`src/hw/rtl/rgbpm_pkg.sv`:
```
// Shared types and constants for the RGB pixel multiplier.
// Holds the pixel payload structs, mode codes and register indexes.
// No dependencies.
package rgbpm_pkg;

    localparam int CFG_IDX_W  = 8;
    localparam int CFG_DATA_W = 16;

    // Register indexes of the configuration port.
    localparam logic [CFG_IDX_W-1:0] REG_MODE       = 8'd0;
    localparam logic [CFG_IDX_W-1:0] REG_USE_CUSTOM = 8'd1;
    localparam logic [CFG_IDX_W-1:0] REG_GAIN_RED   = 8'd2;
    localparam logic [CFG_IDX_W-1:0] REG_GAIN_GREEN = 8'd3;
    localparam logic [CFG_IDX_W-1:0] REG_GAIN_BLUE  = 8'd4;

    // Unity gain in Q8.8.
    localparam logic signed [15:0] GAIN_UNITY = 16'sd256;

    // Fixed transform modes.
    typedef enum logic [2:0] {
        MODE_INFINITY = 3'd0,
        MODE_X8       = 3'd1,
        MODE_X4       = 3'd2,
        MODE_X2       = 3'd3,
        MODE_HALF     = 3'd4,
        MODE_QUARTER  = 3'd5,
        MODE_EIGHTH   = 3'd6,
        MODE_ZERO     = 3'd7
    } t_mode;

    typedef struct packed {
        logic [7:0] red_in;
        logic [7:0] green_in;
        logic [7:0] blue_in;
        logic [7:0] alpha_in;
    } t_pixel_in;

    typedef struct packed {
        logic [7:0] red_out;
        logic [7:0] green_out;
        logic [7:0] blue_out;
        logic [7:0] alpha_out;
    } t_pixel_out;

endpackage

```
`src/hw/rtl/rgb_pixel_multiplier_top.sv`:
```
// RGB pixel multiplier: three-stage pipeline with per-channel gain or fixed modes.
// Depends on rgbpm_pkg for payload structs, mode codes and register indexes.
//
// Usage:
// The input channel (i_in_valid / o_in_ready / i_in_data) takes one RGBA pixel
// per transaction; the output channel (o_out_valid / i_out_ready / o_out_data)
// returns one transformed pixel per input, in order. Alpha is copied through.
// The configuration channel (i_cfg_valid / o_cfg_ready) writes register
// i_cfg_index with i_cfg_data; it is always ready and unknown indexes are
// ignored. Registers should only change while the pipeline is empty.
// Throughput is one pixel per cycle while the receiver accepts; the stages are
// input capture, the 9x16 signed gain multipliers, and clamp/round/select into
// the output register. When the receiver stalls, every full stage holds its
// contents and the input stays ready as long as an empty stage remains ahead
// of it; nothing is lost or repeated. Synchronous active-low reset empties the
// pipeline and sets mode infinity, custom gains off and all gains to unity.
module rgb_pixel_multiplier_top (
    input  logic                               i_clk,
    input  logic                               i_rst_n,
    input  logic                               i_in_valid,
    output logic                               o_in_ready,
    input  rgbpm_pkg::t_pixel_in               i_in_data,
    output logic                               o_out_valid,
    input  logic                               i_out_ready,
    output rgbpm_pkg::t_pixel_out              o_out_data,
    input  logic                               i_cfg_valid,
    output logic                               o_cfg_ready,
    input  logic [rgbpm_pkg::CFG_IDX_W-1:0]    i_cfg_index,
    input  logic [rgbpm_pkg::CFG_DATA_W-1:0]   i_cfg_data
);

    // Configuration registers.
    rgbpm_pkg::t_mode   r_mode;
    logic               r_use_custom;
    logic signed [15:0] r_gain [3];

    // Pipeline valid bits and payload.
    logic                  r_v1, r_v2, r_v3;
    rgbpm_pkg::t_pixel_in  r1_pix;
    logic signed [24:0]    r2_prod [3];
    rgbpm_pkg::t_pixel_out r2_fixed;
    logic [7:0]            r2_alpha;
    logic                  r2_custom;
    rgbpm_pkg::t_pixel_out r3_pix;

    logic en1, en2, en3;
    logic [7:0] s1_ch [3];
    logic signed [24:0] n_prod [3];
    rgbpm_pkg::t_pixel_out n_fixed;
    logic [7:0] n_gain_ch [3];
    rgbpm_pkg::t_pixel_out n_out;

    // Saturating left shift of a channel, clipped at 255.
    function automatic logic [7:0] sat_shl(input logic [7:0] ch, input logic [1:0] sh);
        logic [10:0] wide;
        wide = {3'b000, ch} << sh;
        return (wide >= 11'd255) ? 8'd255 : wide[7:0];
    endfunction

    // Clamp a signed Q16.8 product to 0..255.0 and round half up to a byte.
    function automatic logic [7:0] clamp_round(input logic signed [24:0] p);
        logic [16:0] sum;
        sum = {1'b0, p[15:0]} + 17'd128;
        if (p[24]) begin
            return 8'd0;
        end else if (p >= 25'sd65280) begin
            return 8'd255;
        end else begin
            return sum[15:8];
        end
    endfunction

    // Stall control: a stage advances when it is empty or the next one moves.
    assign en3        = !r_v3 || i_out_ready;
    assign en2        = !r_v2 || en3;
    assign en1        = !r_v1 || en2;
    assign o_in_ready = en1;
    assign o_cfg_ready = 1'b1;

    // Configuration writes.
    always_ff @(posedge i_clk) begin
        if (!i_rst_n) begin
            r_mode       <= rgbpm_pkg::MODE_INFINITY;
            r_use_custom <= 1'b0;
            r_gain[0]    <= rgbpm_pkg::GAIN_UNITY;
            r_gain[1]    <= rgbpm_pkg::GAIN_UNITY;
            r_gain[2]    <= rgbpm_pkg::GAIN_UNITY;
        end else if (i_cfg_valid) begin
            case (i_cfg_index)
                rgbpm_pkg::REG_MODE:       r_mode <= rgbpm_pkg::t_mode'(i_cfg_data[2:0]);
                rgbpm_pkg::REG_USE_CUSTOM: r_use_custom <= i_cfg_data[0];
                rgbpm_pkg::REG_GAIN_RED:   r_gain[0] <= $signed(i_cfg_data);
                rgbpm_pkg::REG_GAIN_GREEN: r_gain[1] <= $signed(i_cfg_data);
                rgbpm_pkg::REG_GAIN_BLUE:  r_gain[2] <= $signed(i_cfg_data);
                default: ;
            endcase
        end
    end

    // Valid bits travel with the data.
    always_ff @(posedge i_clk) begin
        if (!i_rst_n) begin
            r_v1 <= 1'b0;
            r_v2 <= 1'b0;
            r_v3 <= 1'b0;
        end else begin
            if (en1) r_v1 <= i_in_valid;
            if (en2) r_v2 <= r_v1;
            if (en3) r_v3 <= r_v2;
        end
    end

    // Stage 2 inputs: gain products and the fixed-mode result.
    assign s1_ch[0] = r1_pix.red_in;
    assign s1_ch[1] = r1_pix.green_in;
    assign s1_ch[2] = r1_pix.blue_in;

    always_comb begin
        logic [7:0] v;
        logic       all_white;
        for (int i = 0; i < 3; i++) begin
            n_prod[i] = $signed({1'b0, s1_ch[i]}) * r_gain[i];
        end
        v = ((s1_ch[0] | s1_ch[1] | s1_ch[2]) != 8'd0) ? 8'd255 : 8'd0;
        all_white = (s1_ch[0] == 8'd255) && (s1_ch[1] == 8'd255) && (s1_ch[2] == 8'd255);
        n_fixed.alpha_out = r1_pix.alpha_in;
        case (r_mode)
            rgbpm_pkg::MODE_INFINITY: begin
                n_fixed.red_out   = v;
                n_fixed.green_out = v;
                n_fixed.blue_out  = v;
            end
            rgbpm_pkg::MODE_X8: begin
                n_fixed.red_out   = sat_shl(s1_ch[0], 2'd3);
                n_fixed.green_out = sat_shl(s1_ch[1], 2'd3);
                n_fixed.blue_out  = sat_shl(s1_ch[2], 2'd3);
            end
            rgbpm_pkg::MODE_X4: begin
                n_fixed.red_out   = sat_shl(s1_ch[0], 2'd2);
                n_fixed.green_out = sat_shl(s1_ch[1], 2'd2);
                n_fixed.blue_out  = sat_shl(s1_ch[2], 2'd2);
            end
            rgbpm_pkg::MODE_X2: begin
                n_fixed.red_out   = sat_shl(s1_ch[0], 2'd1);
                n_fixed.green_out = sat_shl(s1_ch[1], 2'd1);
                n_fixed.blue_out  = sat_shl(s1_ch[2], 2'd1);
            end
            rgbpm_pkg::MODE_HALF: begin
                n_fixed.red_out   = s1_ch[0] >> 1;
                n_fixed.green_out = s1_ch[1] >> 1;
                n_fixed.blue_out  = s1_ch[2] >> 1;
            end
            rgbpm_pkg::MODE_QUARTER: begin
                n_fixed.red_out   = s1_ch[0] >> 2;
                n_fixed.green_out = s1_ch[1] >> 2;
                n_fixed.blue_out  = s1_ch[2] >> 2;
            end
            rgbpm_pkg::MODE_EIGHTH: begin
                n_fixed.red_out   = s1_ch[0] >> 3;
                n_fixed.green_out = s1_ch[1] >> 3;
                n_fixed.blue_out  = s1_ch[2] >> 3;
            end
            default: begin
                // Zero mode keeps only a pure white pixel.
                n_fixed.red_out   = all_white ? s1_ch[0] : 8'd0;
                n_fixed.green_out = all_white ? s1_ch[1] : 8'd0;
                n_fixed.blue_out  = all_white ? s1_ch[2] : 8'd0;
            end
        endcase
    end

    // Stage 3 inputs: clamp, round and choose between gain and fixed paths.
    always_comb begin
        for (int i = 0; i < 3; i++) begin
            n_gain_ch[i] = clamp_round(r2_prod[i]);
        end
        if (r2_custom) begin
            n_out.red_out   = n_gain_ch[0];
            n_out.green_out = n_gain_ch[1];
            n_out.blue_out  = n_gain_ch[2];
            n_out.alpha_out = r2_alpha;
        end else begin
            n_out = r2_fixed;
        end
    end

    // Pipeline payload registers.
    always_ff @(posedge i_clk) begin
        if (en1) begin
            r1_pix <= i_in_data;
        end
        if (en2) begin
            r2_prod[0] <= n_prod[0];
            r2_prod[1] <= n_prod[1];
            r2_prod[2] <= n_prod[2];
            r2_fixed   <= n_fixed;
            r2_alpha   <= r1_pix.alpha_in;
            r2_custom  <= r_use_custom;
        end
        if (en3) begin
            r3_pix <= n_out;
        end
    end

    assign o_out_valid = r_v3;
    assign o_out_data  = r3_pix;

endmodule
```
`config.mk`:
```
export PLATFORM = sky130hd
export DESIGN_NAME = rgb_pixel_multiplier_top
export DESIGN_NICKNAME = d
export VERILOG_FILES = /design/src/hw/rtl/rgbpm_pkg.sv /design/src/hw/rtl/rgb_pixel_multiplier_top.sv
export SDC_FILE = /design/constraint.sdc
export NUM_CORES = 1
export LEC_CHECK = 0
export BUFFER_PORTS_ARGS = -buffer_cell sky130_fd_sc_hd__buf_4
export CELL_PAD_IN_SITES_DETAIL_PLACEMENT = 0
export CELL_PAD_IN_SITES_GLOBAL_PLACEMENT = 1
export CORE_AREA = 2 2 212 370
export DETAILED_ROUTE_END_ITERATION = 16
export DIE_AREA = 0 0 214 372
export PLACE_DENSITY_LB_ADDON = 0.08
export SLEW_MARGIN = 20
export SYNTH_ARGS = -nofsm -noshare
export SYNTH_HDL_FRONTEND = slang
export SYNTH_SLANG_ARGS = --single-unit
export TNS_END_PERCENT = 20
```
`constraint.sdc`:
```
create_clock -name i_clk -period 6.01 [get_ports i_clk]
set_clock_uncertainty 0.15 [all_clocks]
set_input_delay 0.3005 -clock i_clk [delete_from_list [all_inputs] [get_ports i_clk]]
set_output_delay 0.3005 -clock i_clk [all_outputs]
set_load 0.02 [all_outputs]
```
Yosys cells after proc, flatten, opt, wreduce, memory -nomap -nowiden
Memories as Yosys holds them, arrays and structs flattened.
Cells that the tools add are included.
Operators by class
  $add $sub $neg: 3
  $lt $le $gt $ge: 12
  reduce and logical (&&, ||, !) cells: 13
  equal/unequal tests: 13
  multiplexer cells: 39
  $mul: 3
  bitwise logic cells: 5
Operators by type and width (number)
  24-bit case mux with 7 select lines: 1
  8-bit 2-to-1 mux: 19
  25-bit by 17-bit >= comparator with 1-bit output, second input constant: 3
  9-bit by 16-bit multiplier with 25-bit output: 3
  16-bit by 8-bit adder with 16-bit output, second input constant: 3
  16-bit 2-to-1 mux: 3
  11-bit by 8-bit >= comparator with 1-bit output, second input constant: 3
  32-bit 2-to-1 mux: 1
  10-bit by 8-bit >= comparator with 1-bit output, second input constant: 3
  9-bit by 8-bit >= comparator with 1-bit output, second input constant: 3
  8-bit == test, second input constant: 3
  8-bit by 2-bit == test with 1-bit output, second input constant: 2
  8-bit OR: 2
  1-bit 2-to-1 mux: 15
  3-bit == test, second input constant: 3
  8-bit by 1-bit == test with 1-bit output, second input constant: 1
  8-bit by 3-bit == test with 1-bit output, second input constant: 1
  8-bit zero test: 1
  8-bit nonzero test: 1
  3-bit by 2-bit == test with 1-bit output, second input constant: 2
  2-bit AND reduction: 2
  3-bit by 1-bit == test with 1-bit output, second input constant: 1
  1-bit zero test: 3
  3-bit zero test: 1
  other kinds (3): 8
Storage, ports and cells
  memory bits (writable): 123
  bits of input ports: 61
  flip-flop bits (word level): 104
  memories kept: 2
Memory list
  r2_prod: words 3, bits a word 25, read ports 3, clocked after memory_dff 0, write ports 3, line rgb_pixel_multiplier_top.sv:40  | logic signed [24:0] r2_prod [3];
  r_gain: words 3, bits a word 16, read ports 3, clocked after memory_dff 0, write ports 3, line rgb_pixel_multiplier_top.sv:35  | logic signed [15:0] r_gain [3];

Depth between registers and ports, before layout
  word-level depth: 6
  gate-level depth with buffers: 20
  mapped depth without buffers: 17

Worst setup path after synthesis
OpenSTA, ideal clock, no wires.
  path type: register -> register
  from: reg r1_pix[18] (netlist bit)
  to: mem r2_prod[1][21] (netlist: r2_prod[0][46]), data pin
  cell stages (with the launch flop): 18
  path buffers: 2
  setup slack: 0.852 ns
  arrival: 4.750 ns
  cells stage by stage: edfxtp_1 -> clkbuf_1 -> clkbuf_1 -> nand2_1 -> fa_1 -> inv_1 -> fa_1 -> fa_1 -> inv_1 -> fa_1 -> inv_1 -> ha_1 -> a211oi_2 -> o211ai_2 -> a221oi_4 -> o21bai_2 -> a221o_1 -> xnor2_1
RTL lines
  start: declaration: line rgb_pixel_multiplier_top.sv:39  | rgbpm_pkg::t_pixel_in r1_pix;
  start signal: assignment: line rgb_pixel_multiplier_top.sv:190  | r1_pix <= i_in_data;
  end: declaration: line rgb_pixel_multiplier_top.sv:40

==> results.md <==
- The critical path's slowest cell is sky130_fd_sc_hd__edfxtp_1.
- The total power of the final layout is 10.6 mW.
- The vias per cell is ~4.7.
- Dividing the final minimum period by the clock period gives 93.7%.
- The buffer type at the clock tree root is sky130_fd_sc_hd__clkbuf_16.
- The synthesis-to-layout area growth is 14.3%.
- The TritonCTS clock tree is built.
- The run finished with clean final reports.
- The post-route cell area is 26100 um2.
- The number of buffers inserted to repair setup after CTS is 0.
- The CTS sink count is 206.
- Input and output buffers added on the ports amount to 94.
- The final weighted congestion of routability-driven global placement is 0.823.
- The global-route wire length before repair is 108000 um.
- The largest fanout on the critical path is 16.
- The total global routing track utilization is between 15 and 20%.
- Hold timing on the final database bottoms out at a slack of 46.0 ps.
- IR analysis of the VDD net gives a maximum drop of 180 uV.
- Measured against its own limit, the worst slew margin works out to 27.7%.
- The number of max-cap violations is 0.
- The top cell types in the final layout, fill and taps aside, are sky130_fd_sc_hd__inv_1, sky130_fd_sc_hd__fa_1, sky130_fd_sc_hd__nand2_1.
- The cell that appears most often on the critical path is sky130_fd_sc_hd__fa_1.
- The worst min-delay path category is input pin to flip-flop.
- The insertion delay to the later sink of the worst-skew pair is 580 ps.
- The starting utilization of the core area is 29.7%.
- The number of detailed-routing iterations run before antenna repair is 5.
- The net count of the finished layout is 2967.
- The share of post-route cells with drive strength above 1 is 9.17%.
- Wires add up to roughly 70000 um.
- The leading cell type in the layout, fill and taps excluded is sky130_fd_sc_hd__inv_1.
- The number of setup violations in the final report is 0.
- The critical path endpoint category is a flip-flop.
- Entering global routing, the biggest net connects 61 pins.
- The proportion of synthesized flip-flops having asynchronous set or reset is 0%.
- The average cell area after synthesis is 9.80 um2.
- The die is 214 um wide.
- In the final routed layout, each cell accounts on average for roughly 20 um.
- Sequential cells were found to cover a little over a quarter of the synthesized design area.
- The net count of the mapped netlist is about 2800.
- The overall die height is 372 um.
- In this run the power density over the cells is just over 400 nW/um2.
- TritonCTS created 24 clock buffers.
- The kind of launch point of the worst setup path is a flip-flop.
- The number of global-route vias before repair is 18000.
- In this run, synthesis inferred between 150 and 200 flip-flops with an integrated enable.
- The maximum level of the CTS H-tree is 1.
- The clock slew seen by the registers of the worst setup and hold paths is 70 ps.
- After routing, the total negative slack on setup checks comes to 0 ps.
- In this run the core area contains 135 standard-cell rows.
- The data required time of the critical path is 6130 ps.
- The commonest register cell after synthesis is sky130_fd_sc_hd__edfxtp_1.
- The number of warnings reported in the yosys synthesis log is 0.
- 96 I/O pins were placed.
- The placed instances occupy a cell area of 24800 um2.
- In this run, post-CTS hold repair placed 47 buffers.
- The cell area that synthesis handed to floorplanning was 22800 um2.
- The worst setup path is of the flip-flop to flip-flop kind.
- Static timing analysis puts the maximum clock frequency at 178 MHz.
- The transition at the pin with the smallest max-transition slack is about 1100 ps.
- After floorplanning, the core was sized to cover 76900 um2.
- The total DRC errors in the routed layout is 0.
- The total die area is 79600 um2.
- The vias after detailed routing is 16400.
- Subtracting the final worst setup slack from the clock period gives 5630 ps.
- Summed over all cells, the static leakage comes to 11.7 nW.
- The post-cts sizing count is 0.
- In this run the remaining antenna-violating nets after routing total 0.
- For this block, the initial DRC count from the detailed router was 681.
- The remaining global-route overflow is 0.
- Yosys mapped the design onto 76 distinct sky130hd cell types.
- At the worst endpoint, the arrival time is 5750 ps.
- Walking the worst path, the cells encountered are nand2_1 > fa_1 > inv_1 > fa_1 > fa_1 > inv_1 > fa_1 > inv_1 > ha_1 > and3_1 > nor4_1 > a2111oi_0 > o211ai_1.
- The final hold violation count came to 0.
- The initial antenna violation count is 1.
- The synthesis-stage register bit count is 206.
- The final count of pins violating max slew is 0.
- The clock passes through at most 3 buffers.
- Setup repair after global routing left no endpoint under its margin.
- The synthesized instance count is 2329.
- The maximum cell stage delay along the critical path is 910 ps.
- The half-perimeter wire length after detailed placement is between 50000 and 60000 um.
[stage by stage]
step / instances / worst slack (ps) / utilization [%]
2_1_floorplan: 2329 / 852 / -
3_3_place_gp: 3401 / 431 / 32.3
3_5_place_dp: 3401 / 376 / 32.3
4_1_cts: 3492 / 324 / 33.9
5_1_grt: 3492 / 90.8 / 33.9
6_report: 3494 / 379 / 34.0
[registers in the layout, summed over array words and instances, names as in the netlist, 3 cells and up]
signal and flops:
n_fixed 8, r2_alpha 8, r_gain 48, r_mode 3, r2_fixed 24, r2_prod 54, o_out_data 32, r1_pix 24
[path summary, 6_finish.rpt]
| kind | cells after the start | start | end | slack, ps |
|---|---|---|---|---|
| max | 13 | r1_pix[16] | r2_prod[0][49] | 380 |
| min | 2 | i_cfg_data[11] | r_gain[0][43] | 50 |
| max reg2reg | 13 | r1_pix[16] | r2_prod[0][49] | 380 |
| min reg2reg | 0 | r2_alpha[1] | o_out_data[1] | 270 |
[report_power, final]
part           switching [mW]  total [mW]  internal [mW]
registers               0.278        2.39           2.11
logic                    3.88        6.66           2.78
clock network           0.655        1.55          0.895
total                    4.81        10.6           5.79
[synthesized netlist by cell type (all sizes together), types with 19 or more instances]
master | n | area [um2]
xnor2 | 60 | 526
xor2 | 20 | 175
edfxtp | 199 | 5980
o21ai | 63 | 315
ha | 153 | 1910
nor2 | 67 | 251
nand3 | 27 | 135
and2 | 225 | 1410
nand2 | 250 | 938
nor3 | 19 | 100
mux2 | 26 | 293
inv | 470 | 1760
fa | 306 | 6130
a21oi | 123 | 623
clkbuf | 73 | 274
[layout make-up]
type                       instances  area (um2)
sequential                       206        6120
inverter                         470        1760
tap                             1027        1280
timing repair buffer             183        1500
clock inverter                    12         150
antenna                            2        5.00
clock buffer                      32         652
multi-input combinational       1562       14600
fill                            7923       50800
[critical path, delay by kind of cell (launching register included)]
| family | cells | cell delay [ps] |
|---|---|---|
| compound gates | 2 | 690 |
| fa+ha+maj | 5 | 2730 |
| simple gates | 3 | 660 |
| flops | 1 | 910 |
| buf+inv | 3 | 180 |
[kinds of logic after synthesis]
group                    count (synthesis)  share of synthesized area [%]
AND/OR/NAND/NOR                        669                           14.7
buffers and inverters                  561                           9.33
adder cells (fa/ha/maj)                459                           35.2
AO/OA/AOI/OAI                          313                           8.95
flip-flops                             206                           26.8
XOR/XNOR                                80                           3.07
multiplexers                            40                           1.90
other                                    1                         0.0164
[routing by layer]
layer,track usage (%),part of all wire (%),vias to the layer above
met5,0,0,-
met1,19.1,37,8366
li1,-,-,7675
met2,35.7,56,254
met3,1.35,2.2,88
met4,8.03,4.6,0
Power figures use the tool's default switching activity.
